==> src/hw/rtl/ufp_pkg.sv <==
package ufp_pkg;

    localparam int MAX_FIELD = 1024;
    localparam int CNT_W     = $clog2(MAX_FIELD + 1);

    localparam logic [1:0] KIND_NAME  = 2'd0;
    localparam logic [1:0] KIND_VALUE = 2'd1;
    localparam logic [1:0] KIND_PAIR  = 2'd2;
    localparam logic [1:0] KIND_ERROR = 2'd3;

    localparam logic [2:0] ERR_NONE       = 3'd0;
    localparam logic [2:0] ERR_BAD_CHAR   = 3'd1;
    localparam logic [2:0] ERR_EQUALS     = 3'd2;
    localparam logic [2:0] ERR_AMPERSAND  = 3'd3;
    localparam logic [2:0] ERR_NAME_ESC   = 3'd4;
    localparam logic [2:0] ERR_VALUE_ESC  = 3'd5;
    localparam logic [2:0] ERR_EMPTY_END  = 3'd6;
    localparam logic [2:0] ERR_TOO_LONG   = 3'd7;

    localparam logic [1:0] ESC_NONE = 2'd0;
    localparam logic [1:0] ESC_HIGH = 2'd1;
    localparam logic [1:0] ESC_LOW  = 2'd2;

    localparam logic [7:0] CH_PLUS    = 8'h2b;
    localparam logic [7:0] CH_PERCENT = 8'h25;
    localparam logic [7:0] CH_EQUALS  = 8'h3d;
    localparam logic [7:0] CH_AMP     = 8'h26;
    localparam logic [7:0] CH_SPACE   = 8'h20;
    localparam logic [7:0] CH_CTRL_HI = 8'h1f;
    localparam logic [7:0] CH_DEL     = 8'h7f;

    localparam logic [CNT_W-1:0] CNT_MAX = CNT_W'(MAX_FIELD);

    typedef struct packed {
        logic             in_value_part;
        logic [1:0]       escape_step;
        logic [3:0]       high_nibble;
        logic [CNT_W-1:0] name_count;
        logic [CNT_W-1:0] value_count;
        logic             halted;
    } ufp_state_t;

    typedef struct packed {
        logic       valid;
        logic [1:0] kind;
        logic [7:0] data;
        logic [2:0] code;
    } ufp_result_t;

    // bit 4 set: not a hex digit
    function automatic logic [4:0] hex_value(input logic [7:0] c);
        logic [4:0] h;
        begin
            h = 5'd16;
            if (c >= 8'h30 && c <= 8'h39)
            begin
                h = 5'(c - 8'h30);
            end
            else if (c >= 8'h61 && c <= 8'h66)
            begin
                h = 5'(c - 8'h57);
            end
            else if (c >= 8'h41 && c <= 8'h46)
            begin
                h = 5'(c - 8'h37);
            end
            return h;
        end
    endfunction

endpackage

==> src/hw/rtl/ufp_step.sv <==
module ufp_step import ufp_pkg::*; (
    input  logic [7:0]  in_byte,
    input  logic        end_of_data,
    input  ufp_state_t  st,
    output ufp_state_t  st_next,
    output ufp_result_t res
);

    logic [CNT_W-1:0] cnt;
    logic [4:0]       hex;
    logic [2:0]       esc_err;
    logic [1:0]       kind;

    assign cnt     = st.in_value_part ? st.value_count : st.name_count;
    assign hex     = hex_value(in_byte);
    assign esc_err = st.in_value_part ? ERR_VALUE_ESC : ERR_NAME_ESC;
    assign kind    = st.in_value_part ? KIND_VALUE : KIND_NAME;

    always_comb
    begin
        st_next = st;
        res     = '0;
        if (st.halted)
        begin
            st_next = st;
        end
        else if (end_of_data)
        begin
            if (!st.in_value_part)
            begin
                st_next        = '0;
            end
            else if (st.value_count == '0)
            begin
                st_next.halted = 1'b1;
                res            = '{1'b1, KIND_ERROR, 8'h00, ERR_EMPTY_END};
            end
            else if (st.escape_step != ESC_NONE)
            begin
                st_next.halted = 1'b1;
                res            = '{1'b1, KIND_ERROR, 8'h00, ERR_VALUE_ESC};
            end
            else
            begin
                st_next        = '0;
                res            = '{1'b1, KIND_PAIR, 8'h00, ERR_NONE};
            end
        end
        else if (in_byte <= CH_CTRL_HI || in_byte >= CH_DEL)
        begin
            st_next.halted = 1'b1;
            res            = '{1'b1, KIND_ERROR, 8'h00, ERR_BAD_CHAR};
        end
        else if (in_byte == CH_EQUALS)
        begin
            if (st.in_value_part)
            begin
                st_next.halted = 1'b1;
                res            = '{1'b1, KIND_ERROR, 8'h00, ERR_EQUALS};
            end
            else if (st.escape_step != ESC_NONE)
            begin
                st_next.halted = 1'b1;
                res            = '{1'b1, KIND_ERROR, 8'h00, ERR_NAME_ESC};
            end
            else
            begin
                st_next.in_value_part = 1'b1;
            end
        end
        else if (in_byte == CH_AMP)
        begin
            if (!st.in_value_part)
            begin
                st_next.halted = 1'b1;
                res            = '{1'b1, KIND_ERROR, 8'h00, ERR_AMPERSAND};
            end
            else if (st.escape_step != ESC_NONE)
            begin
                st_next.halted = 1'b1;
                res            = '{1'b1, KIND_ERROR, 8'h00, ERR_VALUE_ESC};
            end
            else
            begin
                st_next = '0;
                res     = '{1'b1, KIND_PAIR, 8'h00, ERR_NONE};
            end
        end
        else if (cnt >= CNT_MAX)
        begin
            st_next.halted = 1'b1;
            res            = '{1'b1, KIND_ERROR, 8'h00, ERR_TOO_LONG};
        end
        else
        begin
            if (st.in_value_part)
            begin
                st_next.value_count = st.value_count + 1'b1;
            end
            else
            begin
                st_next.name_count = st.name_count + 1'b1;
            end
            if (st.escape_step == ESC_HIGH || st.escape_step == ESC_LOW)
            begin
                if (hex[4])
                begin
                    st_next.halted = 1'b1;
                    res            = '{1'b1, KIND_ERROR, 8'h00, esc_err};
                end
                else if (st.escape_step == ESC_HIGH)
                begin
                    st_next.high_nibble = hex[3:0];
                    st_next.escape_step = ESC_LOW;
                end
                else
                begin
                    st_next.escape_step = ESC_NONE;
                    res = '{1'b1, kind, {st.high_nibble, hex[3:0]}, ERR_NONE};
                end
            end
            else if (in_byte == CH_PERCENT)
            begin
                st_next.escape_step = ESC_HIGH;
            end
            else if (in_byte == CH_PLUS)
            begin
                res = '{1'b1, kind, CH_SPACE, ERR_NONE};
            end
            else
            begin
                res = '{1'b1, kind, in_byte, ERR_NONE};
            end
        end
    end

endmodule

==> src/hw/rtl/urlencoded_form_parser.sv <==
// Decodes an url-encoded form body one byte per item: '+' gives a space, '%'
// and two hex digits give one byte, '&' or an end marker closes a pair. Emits
// at most one result per item (name byte, value byte, pair complete, or an
// error, after which it halts until reset). Takes one item every cycle while
// the output is not stalled; an item is held in the input registers, passes
// the single state update stage and lands in the result register.
module urlencoded_form_parser import ufp_pkg::*; (
    input  logic       clk,
    input  logic       rst_n,
    input  logic       in_valid,
    output logic       in_ready,
    input  logic [7:0] in_byte,
    input  logic       end_of_data,
    output logic       out_valid,
    input  logic       out_ready,
    output logic [1:0] result_kind,
    output logic [7:0] out_byte,
    output logic [2:0] error_code
);

    logic        in_valid_reg;
    logic [7:0]  byte_reg;
    logic        end_reg;
    ufp_state_t  state_reg;
    ufp_state_t  state_next;
    ufp_result_t res_next;
    ufp_result_t out_reg;
    logic        advance;

    ufp_step u_step (
        .in_byte     (byte_reg),
        .end_of_data (end_reg),
        .st          (state_reg),
        .st_next     (state_next),
        .res         (res_next)
    );

    assign advance  = !out_reg.valid || out_ready;
    assign in_ready = !in_valid_reg || advance;

    always_ff @(posedge clk or negedge rst_n)
    begin
        if (!rst_n)
        begin
            in_valid_reg <= 1'b0;
            state_reg    <= '0;
            out_reg      <= '0;
        end
        else
        begin
            if (in_ready)
            begin
                in_valid_reg <= in_valid;
            end
            if (advance)
            begin
                out_reg.valid <= in_valid_reg && res_next.valid;
                if (in_valid_reg)
                begin
                    state_reg     <= state_next;
                    out_reg.kind  <= res_next.kind;
                    out_reg.data  <= res_next.data;
                    out_reg.code  <= res_next.code;
                end
            end
        end
    end

    always_ff @(posedge clk)
    begin
        if (in_valid && in_ready)
        begin
            byte_reg <= in_byte;
            end_reg  <= end_of_data;
        end
    end

    assign out_valid   = out_reg.valid;
    assign result_kind = out_reg.kind;
    assign out_byte    = out_reg.data;
    assign error_code  = out_reg.code;

endmodule

==> config.mk <==
export PLATFORM = sky130hd
export DESIGN_NAME = urlencoded_form_parser
export DESIGN_NICKNAME = d
export VERILOG_FILES = /design/src/hw/rtl/ufp_pkg.sv /design/src/hw/rtl/ufp_step.sv /design/src/hw/rtl/urlencoded_form_parser.sv
export SDC_FILE = /design/constraint.sdc
export NUM_CORES = 1
export LEC_CHECK = 0
export ABC_AREA = 1
export BUFFER_PORTS_ARGS = -buffer_cell sky130_fd_sc_hd__buf_2
export CAP_MARGIN = 20
export CORE_MARGIN = 2
export CORE_UTILIZATION = 60
export CTS_BUF_LIST = sky130_fd_sc_hd__clkbuf_2
export CTS_CLUSTER_SIZE = 30
export DETAILED_ROUTE_END_ITERATION = 10
export PLACE_DENSITY = 0.86
export SLEW_MARGIN = 20
export SYNTH_ARGS = -nofsm -noshare
export SYNTH_HDL_FRONTEND = slang
export SYNTH_SLANG_ARGS = --single-unit
==> constraint.sdc <==
create_clock -name clk -period 2.6 [get_ports clk]
set_input_delay 0.52 -clock clk [delete_from_list [all_inputs] [get_ports clk]]
set_output_delay 0.52 -clock clk [all_outputs]
set_load 0.02 [all_outputs]
* Yosys cells after proc, flatten, opt, wreduce, memory -nomap -nowiden
Cells that the tools add are included.
** Storage, ports and cells
- Bits in registers :: 54
- Latch bits :: 0
- RAM bits :: 0
- Memory bits (read-only) :: 0
- Input bits :: 13
- Word-level logic and storage cells :: 120
- Memories kept :: 0
** Cells by class
- Add/subtract/negate cells :: 5
- Multiply operators :: 0
- Div/mod/pow operators :: 0
- $lt $le $gt $ge :: 9
- Equal/unequal tests :: 14
- Shift operators :: 0
- Multiplexer cells :: 54
- Bitwise operators :: 1
- Reductions and logical operators :: 24
** Operator list (number)
- 14-bit 2-to-1 mux :: 14
- 29-bit 2-to-1 mux :: 5
- 30-bit 2-to-1 mux :: 2
- 28-bit 2-to-1 mux :: 2
- 11-bit 2-to-1 mux :: 4
- 8-bit by 6-bit == test with 1-bit output (second input constant) :: 4
- 8-bit by 7-bit >= comparator with 1-bit output (second input constant) :: 3
- 12-bit 2-to-1 mux :: 2
- 11-bit by 1-bit adder with 11-bit output (second input constant) :: 2
- 9-bit AND reduction :: 2
- 8-bit by 7-bit <= comparator with 1-bit output (second input constant) :: 2
- 1-bit 2-to-1 mux :: 16
- 5-bit 2-to-1 mux :: 3
- 5-bit subtractor (second input constant) :: 3
- 3-bit nonzero test :: 4
- 11-bit >= comparator (second input constant) :: 1
- 11-bit zero test :: 1
- 11-bit AND reduction :: 1
- 10-bit AND reduction :: 1
- 3-bit != test (second input constant) :: 3
- 8-bit by 6-bit >= comparator with 1-bit output (second input constant) :: 1
- 8-bit by 5-bit <= comparator with 1-bit output (second input constant) :: 1
- 8-bit by 6-bit <= comparator with 1-bit output (second input constant) :: 1
- 4-bit 2-to-1 mux :: 2
- 15 further kinds :: 27

* Depth between registers and ports, before layout
Gate-level depths: netlist of the first run.
- Depth after elaboration :: 15
- Depth in mapped cells :: 14
- Depth with buffers taken out :: 14

* Cells and area by module
From an unflattened synthesis of the first run, not the netlist that was laid out.
** Second synthesis, totals
- Cell total of the unflattened synthesis :: 610
- Area total of the unflattened synthesis :: 4135.2 um^2
** By module, submodules not included
- urlencoded_form_parser :: times used 1, cells an instance 205, area an instance 2077.0 um^2, seq. area each 1396.3 um^2
- ufp_step :: times used 1, cells an instance 405, area an instance 2058.2 um^2, seq. area each 0.0 um^2

* Worst setup path before layout of the first run
Ideal clock, no wire load.
- Path type :: reg2reg
- Start point :: register byte_reg[0]
- End point :: register state_reg[3] in the netlist's numbering
- Library setup time :: 118 ps
- Arrival :: 1712 ps
- Required time :: 2482 ps
- Path slack :: 769 ps
- Cell stages (with the launch flop) :: 14
- Path buffers :: 0
- Clock period less this slack :: 1831 ps
- Cell sequence :: edfxtp_1 inv_1 ha_1 inv_1 nor2_4 nand2_8 nand3_2 nand3_4 nor2_2 nand2_2 nor2_4 nand2_1 nand2_1 nand2_1
** On the way
- Word-level cells in the longest chain between the ends :: 5
- Elaborated cells on any way between the ends :: 14
** RTL lines
- from (decl) :: line urlencoded_form_parser.sv:22 : logic [7:0] byte_reg;
- from (signal assigned) :: line urlencoded_form_parser.sv:73 : byte_reg <= in_byte;
- parallel branches: the longest is 5 deep, another holds 8-bit by 5-bit <= comparator with 1-bit output
- to (signal assigned) :: line urlencoded_form_parser.sv:60 : state_reg <= state_next;
- to (decl) :: line urlencoded_form_parser.sv:24 : ufp_state_t state_reg;
Parallel ways; which one is timed is not known. The select of a mux whose other input is x is not followed.
A chain may end at the register's enable or synchronous reset.

* Final worst setup path of the first run
- Start point :: register byte_reg[0]
- End point :: register state_reg[12] in the netlist's numbering
Same word-level chain as after synthesis.

==> flow_summary.json, run 1 <==
{
  "regArea_mm2": 0.00140,
  "row_count": 29,
  "synth_fa_ha_area_share_pct": 2.82,
  "power_density_mw_per_mm2": 325,
  "cts_buffers": 5,
  "post_cts_buffers": 0,
  "async_flop_share_pct": 83.3,
  "hpwl_um": 7340,
  "antennaDiodeCount": 0,
  "hp-class": "primary input to async pin",
  "cap_viol_max_count": 0,
  "wire_per_inst_um": 14.4,
  "post-place-cells": 682,
  "cts.hold.buffers_added": 0,
  "die_x_um": 85.5,
  "r2r-end": "state_reg[12]",
  "use_met2_pct": 46.7,
  "layout_commonest_cell": "nand2_1",
  "worstSetupPathType": "register to register",
  "busiest_layer": "met2",
  "vdd_drop_max_uv": 294,
  "slowest_stage": "edfxtp_1",
  "drive_gt1_share_pct": 12.6,
  "gp_congestion": 1.03,
  "drt-pass1-iter-count": 8,
  "yosys_register_bits": 54,
  "use_met3_pct": 5.00,
  "antenna_found_initial": 0,
  "finalCritPeriodShare_pct": 89.6,
  "post-route-drc-count": 0,
  "drtAntennaViolNets": 0,
  "tightest_slew_ps": 663,
  "worst-endpoint-arrival_ps": 2690,
  "finalSetupViolCount": 0,
  "synth_top_family_by_area": "simple AND/OR/NAND/NOR gates",
  "required_ps": 2960,
  "design.core.area_mm2": 0.00639,
  "hold_viol": 0,
  "seq_area_frac_synth_pct": 35.0,
  "critPathMaxFanout": 36,
  "pin_count": 28,
  "die_h_um": 85.5,
  "placed_cell_area_mm2": 0.00420,
  "r2r_start": "byte_reg[0]",
  "synth_edf_count": 9,
  "timing.setup.tns_ps": 0,
  "fin_cells": 690,
  "endpoint_kind": "register",
  "synthToLayoutAreaGrowth_pct": 6.31,
  "grt_pass1_vias": 3776,
  "holdWs_ps": 52.8,
  "rsz0062_at_grt": "no",
  "mostFrequentLayoutCells": "187 x nand2_1, 56 x nand3_1, 55 x inv_1",
  "largest_reg_flops": 29,
  "synthSimpleGateAreaFrac_pct": 37.9,
  "gr-total-overflow": 0,
  "nNetsFinal": 634,
  "clock_latency_ps": 440,
  "fmax_ghz": 0.429,
  "num_vias": 3990,
  "multiInputGateArea_mm2": 0.00223,
  "synth.distinct_cells": 38,
  "finalWirelength_um": 9950,
  "start_util_pct": 62.4,
  "synth_area_mm2": 0.00399,
  "clockBufferDepth": 2,
  "ys_warn_count": 0,
  "rrSetupSlack_ps": 270,
  "vias_per_cell": 5.78,
  "fp.dieArea_mm2": 0.00731,
  "first_iter_violations": 388,
  "ctsResizeCount": 0,
  "fin_area_mm2": 0.00424,
  "clockRootBuffer": "clkbuf_2",
  "synth_xor_area_share_pct": 2.86,
  "grt_max_degree": 37,
  "clock_sinks": 54,
  "synth_nets": 611,
  "yosys-mux-area-fraction_pct": 0,
  "grt_util_all_layers_pct": 28.5,
  "slew_headroom_pct": 55.8,
  "power.total_uw": 1380,
  "reg2reg_depth": 13,
  "grt_pass1_wl_um": 17000,
  "cts_tree": "built",
  "grtUsageMet1_pct": 39.1,
  "cts_htree_levels": 2,
  "slowest_delay_ps": 490,
  "synth-compound-area-share_pct": 12.4,
  "cp_cell_sequence": "inv_1 -> ha_1 -> inv_1 -> nor2_4 -> nand2_8 -> inv_4 -> nand2_2 -> nand3_4 -> nor3_4 -> o21ai_2 -> inv_2 -> nand2_1 -> nand2_1",
  "numPortBuffers": 27,
  "clk_pin_slew_ps": 270,
  "outcome": "completed",
  "synth_cells": 589,
  "ys.flop_type": "dfrtp_1",
  "skew_ps": 16.5,
  "cp-start-kind": "register",
  "postSynthAreaPerCell_um2": 6.77,
  "leakage_uw": 0.00206,
  "fin_crit_ps": 2330,
  "report.final.slew_viol_count": 0,
  "n_fill_cell": 545
}
## critical path, delay by kind of cell (launching register included)
family,cells,cell delay [ps]
and+or+nand+nor,7,730
buffers and inverters,4,620
DFF,1,490
AOI/OAI and AO/OA,1,200
adders and majority gates,1,190
## kinds of logic (layout without fill, tap and decap cells)
family | count (synthesis) | in the layout
buffers and inverters | 89 | 113
and+or+nand+nor | 334 | 334
adders and majority gates | 9 | 9
xor gates and xnor gates | 13 | 13
DFF | 54 | 54
AOI/OAI and AO/OA | 90 | 90
## power breakdown
part	switching (uW)	internal, uW
Combinational	116	46.0
Clock	263	61.2
Sequential	14.8	876
Total	394	983
## worst max path at each step
stage,cells past startpoint,startpoint,slack (ps),end
2_1_floorplan,13,byte_reg[0],770,state_reg[3]
3_3_place_gp,13,byte_reg[0],430,state_reg[19]
3_5_place_dp,13,byte_reg[0],320,state_reg[20]
4_1_cts,13,byte_reg[0],260,state_reg[20]
5_1_grt,13,byte_reg[0],80,state_reg[20]
6_report,13,byte_reg[0],270,state_reg[12]
## area by class of cell
class | count | share of cell area [%]
Clock buffer | 5 | 0.590
Clock inverter | 3 | 0.384
Inverter | 67 | 5.99
Multi-Input combinational cell | 446 | 52.7
Sequential cell | 54 | 32.9
Tap cell | 77 | 2.27
Timing Repair Buffer | 38 | 5.14
## through the flow
step                      util, %  setup slack, ps
final                        66.4              269
after floorplan                 -              769
after CTS                    66.4              263
after detailed placement     65.7              316
after global routing         66.4             83.3
after global placement       65.7              430
## per-layer routing
layer | wire length (um) | share of wire [%]
met5 | 0 | 0
met2 | 4620 | 46
met3 | 712 | 7.2
met4 | 199 | 2.0
met1 | 4420 | 44
## cells in the mapped netlist (2+ instances only)
master    count  area, um2
nand2_1     187        702
nand3_1      56        280
inv_1        55        206
o21ai_0      54        270
dfrtp_1      45       1130
nor2_1       41        154
nand4_1      14       87.6
xor2_1       13        114
nor3_1       12       60.1
a21oi_1      11       55.1
inv_2        11       41.3
clkbuf_1      9       33.8
edfxtp_1      9        270
ha_1          9        113
buf_2         8       40.0
o21ai_1       8       40.0
nand2_2       5       31.3
o211ai_1      5       37.5
nor2_2        4       25.0
o31ai_1       4       30.0
buf_1         3       11.3
nand3_2       3       30.0
nor2_4        3       33.8
nor4_1        3       18.8
nand3b_1      2       15.0
o221ai_1      2       17.5
o22ai_1       2       12.5
Note: power is estimated with default switching activity, not from simulation.
==> run 2: changes to the inputs <==
- SYNTH_HIERARCHICAL: unset -> 1
==> run 2 against run 1 <==
Compared with the run above: utilization shrank 2.4 points; non-clock buffer count fell by 3; flip-flop and latch count stayed put; cell area is 1.5% higher; critical path depth fell by 2; sequential power up 27%; critical endpoint is now out_byte[7]; global-route usage up 1.8 points; critical path type unchanged; sequential share of layout area is 0.48 points lower; highest routed layer unchanged; register-to-register slack improved by 30 ps; synthesized area increased by 3.7%; hold slack gained 45 ps; first-iteration DRC count increased by 23%; largest cell class unchanged.
==> flow_summary.json, run 2 <==
{
  "start_util_pct": 61.5,
  "drtAntennaViolNets": 0,
  "num_vias": 4180,
  "vias_per_cell": 5.91,
  "finalSetupViolCount": 0,
  "drt-pass1-iter-count": 5,
  "gr-total-overflow": 0,
  "ys.flop_type": "dfrtp_1",
  "clk_pin_slew_ps": 280,
  "wire_per_inst_um": 15.3,
  "finalCritPeriodShare_pct": 88.5,
  "power_frac_seq_pct": 39.5,
  "switching_share_pct": 49.7,
  "hpwl_um": 7520,
  "grt_max_degree": 46,
  "slew_headroom_pct": 61.3,
  "drive_gt1_share_pct": 12.6,
  "synthTopCellsByArea": "dfrtp_1 27%, nand2_1 19%, nand3_1 11%, edfxtp_1 6.5%, inv_1 5.1%",
  "first_iter_violations": 477,
  "numPortBuffers": 27,
  "report.final.slew_viol_count": 0,
  "fp.dieArea_mm2": 0.00757,
  "synth.distinct_cells": 46,
  "fmax_ghz": 0.434,
  "vdd_drop_max_uv": 596,
  "synth_edf_count": 9,
  "cts_buffers": 5,
  "slowest_delay_ps": 510,
  "comb_power_share_pct": 49.1,
  "hp-class": "primary input to async pin",
  "skew_ps": 29.6,
  "grt_pass1_wl_um": 18400,
  "post_cts_buffers": 0,
  "postSynthAreaPerCell_um2": 6.78,
  "worst-endpoint-arrival_ps": 2700,
  "cp-start-kind": "register",
  "cp.buffers_inverters": 3,
  "clockRootBuffer": "clkbuf_2",
  "finalWirelength_um": 10800,
  "gp_congestion": 0.976,
  "ys_warn_count": 6,
  "cts.hold.buffers_added": 0,
  "clkPwrFrac_pct": 11.4,
  "worstSetupPathType": "register to register",
  "slowest_stage": "edfxtp_1",
  "multiInputGateArea_mm2": 0.00232,
  "cap_viol_max_count": 0,
  "synth_nets": 632,
  "synth_area_mm2": 0.00414,
  "grt_util_all_layers_pct": 30.3,
  "largest_reg_flops": 30,
  "grt_pass1_vias": 3882,
  "power_density_mw_per_mm2": 668,
  "design.core.area_mm2": 0.00672,
  "cts_tree": "built",
  "endpoint_kind": "register",
  "yosys.area.top_type": "dfrtp_1",
  "die_h_um": 87.0,
  "antenna_found_initial": 0,
  "pin_count": 28,
  "antennaDiodeCount": 0,
  "rsz0062_at_grt": "no",
  "post-place-cells": 699,
  "n_fill_cell": 600,
  "outcome": "completed",
  "synthToLayoutAreaGrowth_pct": 3.99,
  "ctsResizeCount": 0,
  "row_count": 30,
  "synth_common_cells": "212 x nand2_1, 92 x nand3_1, 56 x inv_1",
  "fin_cells": 707,
  "nNetsFinal": 648,
  "hold_viol": 0,
  "fin_crit_ps": 2300,
  "mostFrequentLayoutCells": "212 x nand2_1, 92 x nand3_1, 56 x inv_1",
  "layout_commonest_cell": "nand2_1",
  "clock_sinks": 54,
  "clock_latency_ps": 460,
  "seq_area_frac_synth_pct": 33.8,
  "synth_top_cell_area_share_pct": 27.2,
  "die_x_um": 87.0,
  "leakage_uw": 0.00227,
  "cts_htree_levels": 2,
  "synth_cells": 610,
  "p_int_uw": 1440,
  "required_ps": 3000,
  "post-route-drc-count": 0,
  "async_flop_share_pct": 83.3,
  "critPathMaxFanout": 14,
  "power.total_uw": 2870,
  "crit_family": "simple AND/OR/NAND/NOR gates",
  "yosys_register_bits": 54,
  "tightest_slew_ps": 580,
  "timing.setup.tns_ps": 0,
  "synthMostInstantiatedCell": "nand2_1",
  "p_switching_uw": 1430,
  "regArea_mm2": 0.00140,
  "cp_cell_sequence": "inv_1 -> ha_1 -> nand3_2 -> inv_2 -> nor2_4 -> inv_4 -> nor2_4 -> nand2_1 -> nor2_1 -> nand3_1 -> nand2_1",
  "clockBufferDepth": 2
}
-- run 2: cell count changes after synthesis, sizes merged, moves of 5 or more --
cell | before | now
buf | 13 | 24
o21ai | 63 | 30
nand3 | 60 | 94
nand2 | 193 | 220
a22oi | 1 | 8
nor3 | 13 | 8
clkbuf | 9 | 2
nand4 | 14 | 7
a21oi | 11 | 23
xor2 | 13 | 0
-- run 2: final timing paths --
path	endpoint	slack (ps)	start	cells after the start
worst min register to register	out_byte[2]	510	out_byte[2]	2
min in group clk	end_reg	210	end_of_data	1
max in group asynchronous	out_byte[1]	2100	rst_n	2
worst max-delay path	out_byte[7]	300	byte_reg[1]	11
worst max register to register	out_byte[7]	300	byte_reg[1]	11
worst min-delay path	state_reg[14]	100	rst_n	2
-- run 2: cell type report --
type | count | area share, %
clock inverters | 3 | 0.378
multi-input cells | 467 | 54.0
clock buffers | 5 | 0.582
repair buffers | 35 | 4.54
flip-flops and latches | 54 | 32.5
inverters | 63 | 5.67
well taps | 80 | 2.33
-- run 2: power by group through the flow --
stage | sequential [uW] | combinational (uW) | clock, uW
6_report | 1130 | 1410 | 329
5_1_grt | 1150 | 1540 | 379
4_1_cts | 1130 | 1380 | 346
3_5_place_dp | 1140 | 1380 | 0
3_3_place_gp | 1140 | 1360 | 0
2_1_floorplan | 1180 | 981 | 0
-- run 2: cell families after synthesis --
kind of cell / after synthesis / synth area share, %
fa+ha+maj: 9 / 2.72
compound gates: 81 / 12.1
flops: 54 / 33.8
buf+inv: 89 / 10.0
simple gates: 377 / 41.4
-- run 2: per-layer routing --
metal / vias up / routed length [um] / global-route usage, %
met2: 227 / 4990 / 48.3
met1: 1896 / 4750 / 43.5
met5: - / 0 / 0
li1: 2035 / - / -
met3: 22 / 936 / 3.60
met4: 0 / 176 / 8.52
-- run 2: through the flow --
stage	setup slack, ps	hold WS (ps)	util, %	area [um2]
2_1_floorplan	736	224	-	4140
3_3_place_gp	442	448	63.4	4260
3_5_place_dp	376	457	63.4	4260
4_1_cts	317	95.5	64.0	4300
5_1_grt	145	106	64.0	4300
6_report	298	97.4	64.0	4300
==> run 3: changes to the inputs <==
- CORE_UTILIZATION: 60 -> 48
- PLACE_DENSITY: 0.86 -> 0.73
==> run 3 against run 2 <==
Compared with the run above: critical path depth is 3 lower; count of clock-buffer cells in the layout up 1; non-clock buffer count shrank 1; sequential share of layout area decreased by 0.24 points; combinational power hardly changed; cell area rose by 0.76%; maximum frequency about the same; wire length rose by 3.4%; first-iteration DRC count increased by 6.5%; clock power grew 7.3%.
==> flow_summary.json, run 3 (same netlist as run 2, synthesis figures left out) <==
{
  "ctsResizeCount": 0,
  "numPortBuffers": 27,
  "start_util_pct": 49.8,
  "n_fill_cell": 813,
  "cts_tree": "built",
  "clk_pin_slew_ps": 290,
  "cts.hold.buffers_added": 0,
  "reg2reg_depth": 8,
  "num_vias": 4190,
  "post_cts_buffers": 0,
  "fp.dieArea_mm2": 0.00937,
  "critPathMaxFanout": 10,
  "tightest_slew_ps": 620,
  "clock_latency_ps": 460,
  "outcome": "completed",
  "antennaDiodeCount": 0,
  "holdWs_ps": 18.9,
  "nNetsFinal": 647,
  "fmax_ghz": 0.434,
  "skew_ps": 29.2,
  "leakage_uw": 0.00227,
  "vdd_drop_max_uv": 597,
  "hp-class": "primary input to async pin",
  "rsz0062_at_grt": "no",
  "pin_count": 28,
  "required_ps": 3020,
  "r2r-end": "state_reg[18]",
  "fin_area_mm2": 0.00433,
  "die_x_um": 96.8,
  "drive_gt1_share_pct": 12.8,
  "r2r_start": "state_reg[29]",
  "clock_sinks": 54,
  "gp_congestion": 0.995,
  "placed_cell_area_mm2": 0.00428,
  "gr-total-overflow": 0,
  "first_iter_violations": 508,
  "die_h_um": 96.8,
  "vias_per_cell": 5.73,
  "grt_util_all_layers_pct": 24.3,
  "report.final.slew_viol_count": 0,
  "cts_htree_levels": 2,
  "cap_viol_max_count": 0,
  "antenna_found_initial": 0,
  "power_density_mw_per_mm2": 672,
  "finalCritPeriodShare_pct": 88.5,
  "clockRootBuffer": "clkbuf_2",
  "cts_buffers": 5,
  "row_count": 33,
  "mostFrequentLayoutCells": "212 x nand2_1, 92 x nand3_1, 56 x inv_1",
  "endpoint_kind": "register",
  "layout_commonest_cell": "nand2_1",
  "rrSetupSlack_ps": 300,
  "wire_per_inst_um": 15.3,
  "drtAntennaViolNets": 0,
  "worstSetupPathType": "register to register",
  "setup_slack_ps": 298,
  "cp-start-kind": "register",
  "design.core.area_mm2": 0.00830,
  "grt_max_degree": 46,
  "dp_slack_ps": 292,
  "drt-pass1-iter-count": 6,
  "timing.setup.tns_ps": 0,
  "hold_viol": 0,
  "worst-endpoint-arrival_ps": 2720,
  "synthToLayoutAreaGrowth_pct": 4.78,
  "post-route-drc-count": 0,
  "fin_crit_ps": 2300,
  "grt_pass1_wl_um": 19200,
  "finalWirelength_um": 11200,
  "grt_pass1_vias": 3970,
  "finalSetupViolCount": 0,
  "hpwl_um": 7760,
  "largest_reg_flops": 30,
  "slew_headroom_pct": 58.7,
  "clockBufferDepth": 2
}
run 3: area by class of cell:
type	instances	area, um2	area share (%)
well taps	105	131	3.03
inverters	63	244	5.63
clock inverters	2	13.8	0.318
multi-input cells	467	2330	53.8
flip-flops and latches	54	1400	32.2
repair buffers	34	188	4.33
clock buffers	6	30.0	0.693
run 3: through the flow:
stage / std cells / util [%] / total power, uW
2_1_floorplan: 610 / - / 2160
4_1_cts: 731 / 52.1 / 2890
5_1_grt: 731 / 52.2 / 3110
3_5_place_dp: 723 / 51.6 / 2530
3_3_place_gp: 723 / 51.6 / 2500
6_report: 731 / 52.2 / 2910
run 3: critical path, cell delays in order, from the launching register on:
cell	delay [ps]
dfrtp_1	640
inv_1	250
o21ai_0	460
nand2_1	130
inv_1	360
nor2_1	80
a21oi_1	130
nand3_1	80
nand2_1	120
run 3: how the worst max path moves through the flow:
stage,startpoint,end,slack (ps)
after floorplan,byte_reg[1],state_reg[27],740
after global placement,byte_reg[1],state_reg[27],270
after detailed placement,byte_reg[1],state_reg[27],290
after CTS,byte_reg[1],state_reg[27],220
after global routing,byte_reg[0],error_code[0],60
final,state_reg[29],state_reg[18],300
run 3: power breakdown:
part	total, uW	switching (uW)	leakage, uW	internal, uW
Sequential	1170	177	0.000701	992
Clock	353	280	0.0000334	73.0
Combinational	1390	1010	0.00154	381
run 3: metal layers:
metal  wire length (um)  track usage [%]  up-vias
met5                  0                0        -
met4                280             7.80        0
met3                857             2.96       30
met2               5140             39.3      216
met1               4940             34.0     1911
li1                   -                -     2033
